File: src/hw/rtl/ism_pkg.sv
`default_nettype none

package ism_pkg;

  localparam int DataW = 64;

  // Instruction codes
  localparam logic [3:0] KIND_CONST = 4'd0;
  localparam logic [3:0] KIND_ADD   = 4'd1;
  localparam logic [3:0] KIND_SUB   = 4'd2;
  localparam logic [3:0] KIND_MUL   = 4'd3;
  localparam logic [3:0] KIND_DIV   = 4'd4;
  localparam logic [3:0] KIND_MAX   = 4'd5;
  localparam logic [3:0] KIND_MIN   = 4'd6;
  localparam logic [3:0] KIND_NEG   = 4'd7;
  localparam logic [3:0] KIND_DUP   = 4'd8;
  localparam logic [3:0] KIND_SWAP  = 4'd9;
  localparam logic [3:0] KIND_END   = 4'd10;

  // Status codes
  localparam logic [1:0] ST_OK    = 2'd0;
  localparam logic [1:0] ST_UNDER = 2'd1;
  localparam logic [1:0] ST_OVER  = 2'd2;
  localparam logic [1:0] ST_DIVZ  = 2'd3;

  // Commands from the controller to the datapath
  typedef struct packed {
    logic accept;
    logic mul_load;
    logic div_start;
    logic swap_wr;
    logic finish;
  } ism_cmd_t;

  // Status from the datapath to the controller
  typedef struct packed {
    logic [3:0] kind;
    logic [1:0] err;
    logic       out_busy;
    logic       div_busy;
  } ism_stat_t;

  // Unused codes behave as END
  function automatic logic is_end(input logic [3:0] k);
    return k >= KIND_END;
  endfunction

endpackage

`default_nettype wire

File: src/hw/rtl/ism_ctrl.sv
`default_nettype none

module ism_ctrl (
  input  wire logic                 clk,
  input  wire logic                 rst_n,
  input  wire logic                 in_valid,
  output logic                      in_ready,
  input  wire ism_pkg::ism_stat_t   stat,
  output ism_pkg::ism_cmd_t         cmd
);
  import ism_pkg::*;

  typedef enum logic [2:0] {
    S_IDLE,
    S_EXEC,
    S_MULW,
    S_DIVW,
    S_SWAPW
  } state_t;

  state_t state_r;
  state_t state_nxt;
  logic   go;

  // Finish only when the result register is free or being emptied
  assign go       = ~stat.out_busy;
  assign in_ready = (state_r == S_IDLE);

  always_comb begin
    state_nxt     = state_r;
    cmd           = '0;
    cmd.accept    = in_valid & in_ready;
    case (state_r)
      S_IDLE: begin
        if (in_valid) state_nxt = S_EXEC;
      end
      S_EXEC: begin
        if (stat.err != ST_OK) begin
          if (go) begin
            cmd.finish = 1'b1;
            state_nxt  = S_IDLE;
          end
        end else begin
          case (stat.kind)
            KIND_MUL: begin
              cmd.mul_load = 1'b1;
              state_nxt    = S_MULW;
            end
            KIND_DIV: begin
              cmd.div_start = 1'b1;
              state_nxt     = S_DIVW;
            end
            KIND_SWAP: begin
              cmd.swap_wr = 1'b1;
              state_nxt   = S_SWAPW;
            end
            default: begin
              if (go) begin
                cmd.finish = 1'b1;
                state_nxt  = S_IDLE;
              end
            end
          endcase
        end
      end
      S_MULW, S_SWAPW: begin
        if (go) begin
          cmd.finish = 1'b1;
          state_nxt  = S_IDLE;
        end
      end
      S_DIVW: begin
        if (!stat.div_busy && go) begin
          cmd.finish = 1'b1;
          state_nxt  = S_IDLE;
        end
      end
      default: begin
        state_nxt = S_IDLE;
      end
    endcase
  end

  always_ff @(posedge clk) begin
    if (!rst_n) begin
      state_r <= S_IDLE;
    end else begin
      state_r <= state_nxt;
    end
  end

endmodule

`default_nettype wire

File: config.mk
export PLATFORM = sky130hd
export DESIGN_NAME = ism_ctrl
export DESIGN_NICKNAME = d
export VERILOG_FILES = /design/src/hw/rtl/ism_pkg.sv /design/src/hw/rtl/ism_ctrl.sv
export SDC_FILE = /design/constraint.sdc
export NUM_CORES = 1
export LEC_CHECK = 0
export ABC_CLOCK_PERIOD_IN_PS = 1900
export BUFFER_PORTS_ARGS = -buffer_cell sky130_fd_sc_hd__buf_2
export CAP_MARGIN = 5
export CORE_AREA = 8 8 45 47
export DETAILED_ROUTE_END_ITERATION = 8
export DIE_AREA = 0 0 53 55
export PLACE_DENSITY = 0.57
export RECOVER_POWER = 50
export SKIP_LAST_GASP = 1
export SLEW_MARGIN = 0
export SYNTH_ARGS = -nofsm -noshare
export SYNTH_HDL_FRONTEND = slang
export SYNTH_SLANG_ARGS = --single-unit
File: constraint.sdc
create_clock -name clk -period 1.9 [get_ports clk]
set_input_delay 0.095 -clock clk [delete_from_list [all_inputs] [get_ports clk]]
set_output_delay 0.095 -clock clk [all_outputs]
set_load 0.05 [all_outputs]
==> qor.yml <==
status:
  status: "finished clean"
layout:
  drive_gt1_frac: 0.379
  antennaDiodeCount: 0
  post-route-util: 0.314
  fill_cells: 156
  reg_top3: "state_r x3"
  largest-register: "state_r"
  nNetsFinal: 70
  final_cells: 74
  area_delta_synth_final_pct: 33.0
  largest_reg_flops: 3
flow_run:
  drv_cap: 0
detailed_routing:
  drc: 0
  totalWireLength_um: 846
  vias_per_cell: 4.95
  dr.pass1.iters: 4
  vias: 366
  drtIter0Drc: 4
  drtAntennaViolNets: 0
  wire_per_inst_um: 11.4
floorplan:
  rows: 14
  core_um2: 1380
  dieArea_um2: 2920
  io_pins: 17
  die_w_um: 53
  start_util: 0.236
  die_h_um: 55
setup_path:
  r2r-end: "state_r[0]"
  path_delay_family: "simple AND/OR/NAND/NOR gates"
  worst_setup_path_end_kind: "primary output"
  criticalPathCategory: "reg -> out"
  worstPathRequired_ps: 1800
  path_cells: "nor3b_4 -> and4b_1 -> buf_2"
  crit_fanout: 9
  worst-path-buf-inv: 1
  regToRegStartpoint: "state_r[0]"
  crit_slowest_cell: "dfxtp_1"
  max_stage_delay_ps: 460
  critPathLaunchType: "register"
  worstPathArrival_ps: 1490
  worst-r2r-setup-slack_ps: 540
  rr_worst_depth: 4
logic_synthesis:
  synth-seq-cells: 3
  synth_cells: 40
  avgSynthCellArea_um2: 8.16
  synth_cell_types: 28
  syn-num-nets: 51
  ys_seq_area_frac: 0.184
  async_flop_share: 0
  synth_edf_count: 0
  synth.area.top_cells: "dfxtp_1 18%, nor2_1 8.0%, nor3b_4 5.7%, nor4b_2 4.6%, a211oi_2 3.8%"
  synth_top_area_frac: 0.184
  synth_ff_type: "dfxtp_1"
  yosysTopAreaCell: "dfxtp_1"
  yosys_warnings: 0
  syn_area_um2: 327
global_routing:
  grt_use_total: 0.0650
  antenna_found_initial: 0
  overflow: 0
  grt_pass1_wl_mm: 1.42
  grt_pass1_vias: 358
  grt_max_degree: 10
worst_hold_path:
  hp-start: "rst_n"
  hold_class: "in -> reg"
  hold_path_end: "state_r[1]"
  hold-path-cell-count: 2
clocking:
  cts_root_buffer: "clkbuf_4"
  htree_levels: 1
  cts_tree: "done"
  cts_resized: 0
  post-cts-setup-buffers: 0
  clk_pin_slew_ps: 40
  cts_buffers: 3
  clock-sinks: 3
  postCtsHoldBufs: 0
  clock_latency_ps: 230
  clock_path_buffers: 2
placed_design:
  hpwl_um: 720
  place_inst: 70
  place.gp.congestion: 0.804
  portBuffers: 16
power:
  pwr_density_cell_nw_per_um2: 586
  cellLeakagePower_uw: 0.000199
  peakVddDrop_v: 0.000332
  total_power_uw: 255
sta:
  setup_viol: 0
  hold_viol_final: 0
  slew_violations: 0
  fin_setup_tns_ps: 0
  worst_pin_slew_ps: 599
  whs_ps: 82.5
  skew_ps: 0.156
  rsz0062_at_grt: "no"
  period_needed_ps: 1580
  timing.fmax_ghz: 0.631
  period_share: 0.834
  relSlewSlack: 0.602
==> per-layer routing <==
metal / part of all wire / global-route usage / up-vias
met5: 0 / 0 / -
met4: 0 / 0.0388 / 0
met3: 0.16 / 0.0428 / 0
met2: 0.37 / 0.0938 / 18
met1: 0.47 / 0.0698 / 159
li1: - / - / 189
==> worst max-delay path by stage <==
stage	startpoint	end	slack, ps	cells after the start
floorplan	state_r[2]	cmd[4]	160	3
CTS	state_r[0]	cmd[1]	280	3
global placement	state_r[1]	cmd[0]	560	5
finish	state_r[0]	cmd[1]	320	3
global route	state_r[0]	cmd[1]	200	3
detailed placement	state_r[0]	cmd[1]	530	3
==> cells by family after synthesis <==
family          share of synthesized area
flops                               0.184
buf+inv                            0.0690
compound gates                      0.272
simple gates                        0.448
xor+xnor                           0.0268
==> report_power, final <==
part           internal [uW]  switching, uW
combinational           28.3           45.5
clock                   78.6           32.1
sequential              65.5           4.52
total                    173           82.1
==> Yosys cell counts (2+ instances only) <==
library cell,number
a21oi_1,2
nand2_1,2
nand3_1,2
nor3_1,2
nor2_1,7
dfxtp_1,3
==> worst reg2reg max path, stage by stage, from the launching register on <==
cell,delay [ps]
dfxtp_1,460
nor3b_4,280
nand2_1,130
o22a_1,220
a211oi_2,190
==> cell type report <==
type	instances	area, um2	share of cell area
well taps	16	20.0	0.0461
multi-input cells	34	246	0.568
flip-flops and latches	3	60.1	0.138
clock buffers	4	26.3	0.0605
repair buffers	16	77.6	0.179
inverters	1	3.75	0.00865
==> cell usage in the layout, fill, tap and decap left out, drive strengths merged, types with 2 or more instances in the layout <==
cell,Yosys,routed
buf,2,14
nor3,3,3
dfxtp,3,3
a211oi,2,2
nand3,2,2
nor2,7,7
nand2,3,3
clkbuf,0,6
a21oi,2,2
==> metrics by stage <==
stage / instance area (um2) / setup WS, ps
floorplan: 332 / 157
global placement: 413 / 564
detailed placement: 413 / 527
CTS: 439 / 283
global route: 434 / 195
finish: 434 / 316
(Power assumes the default switching activity.)
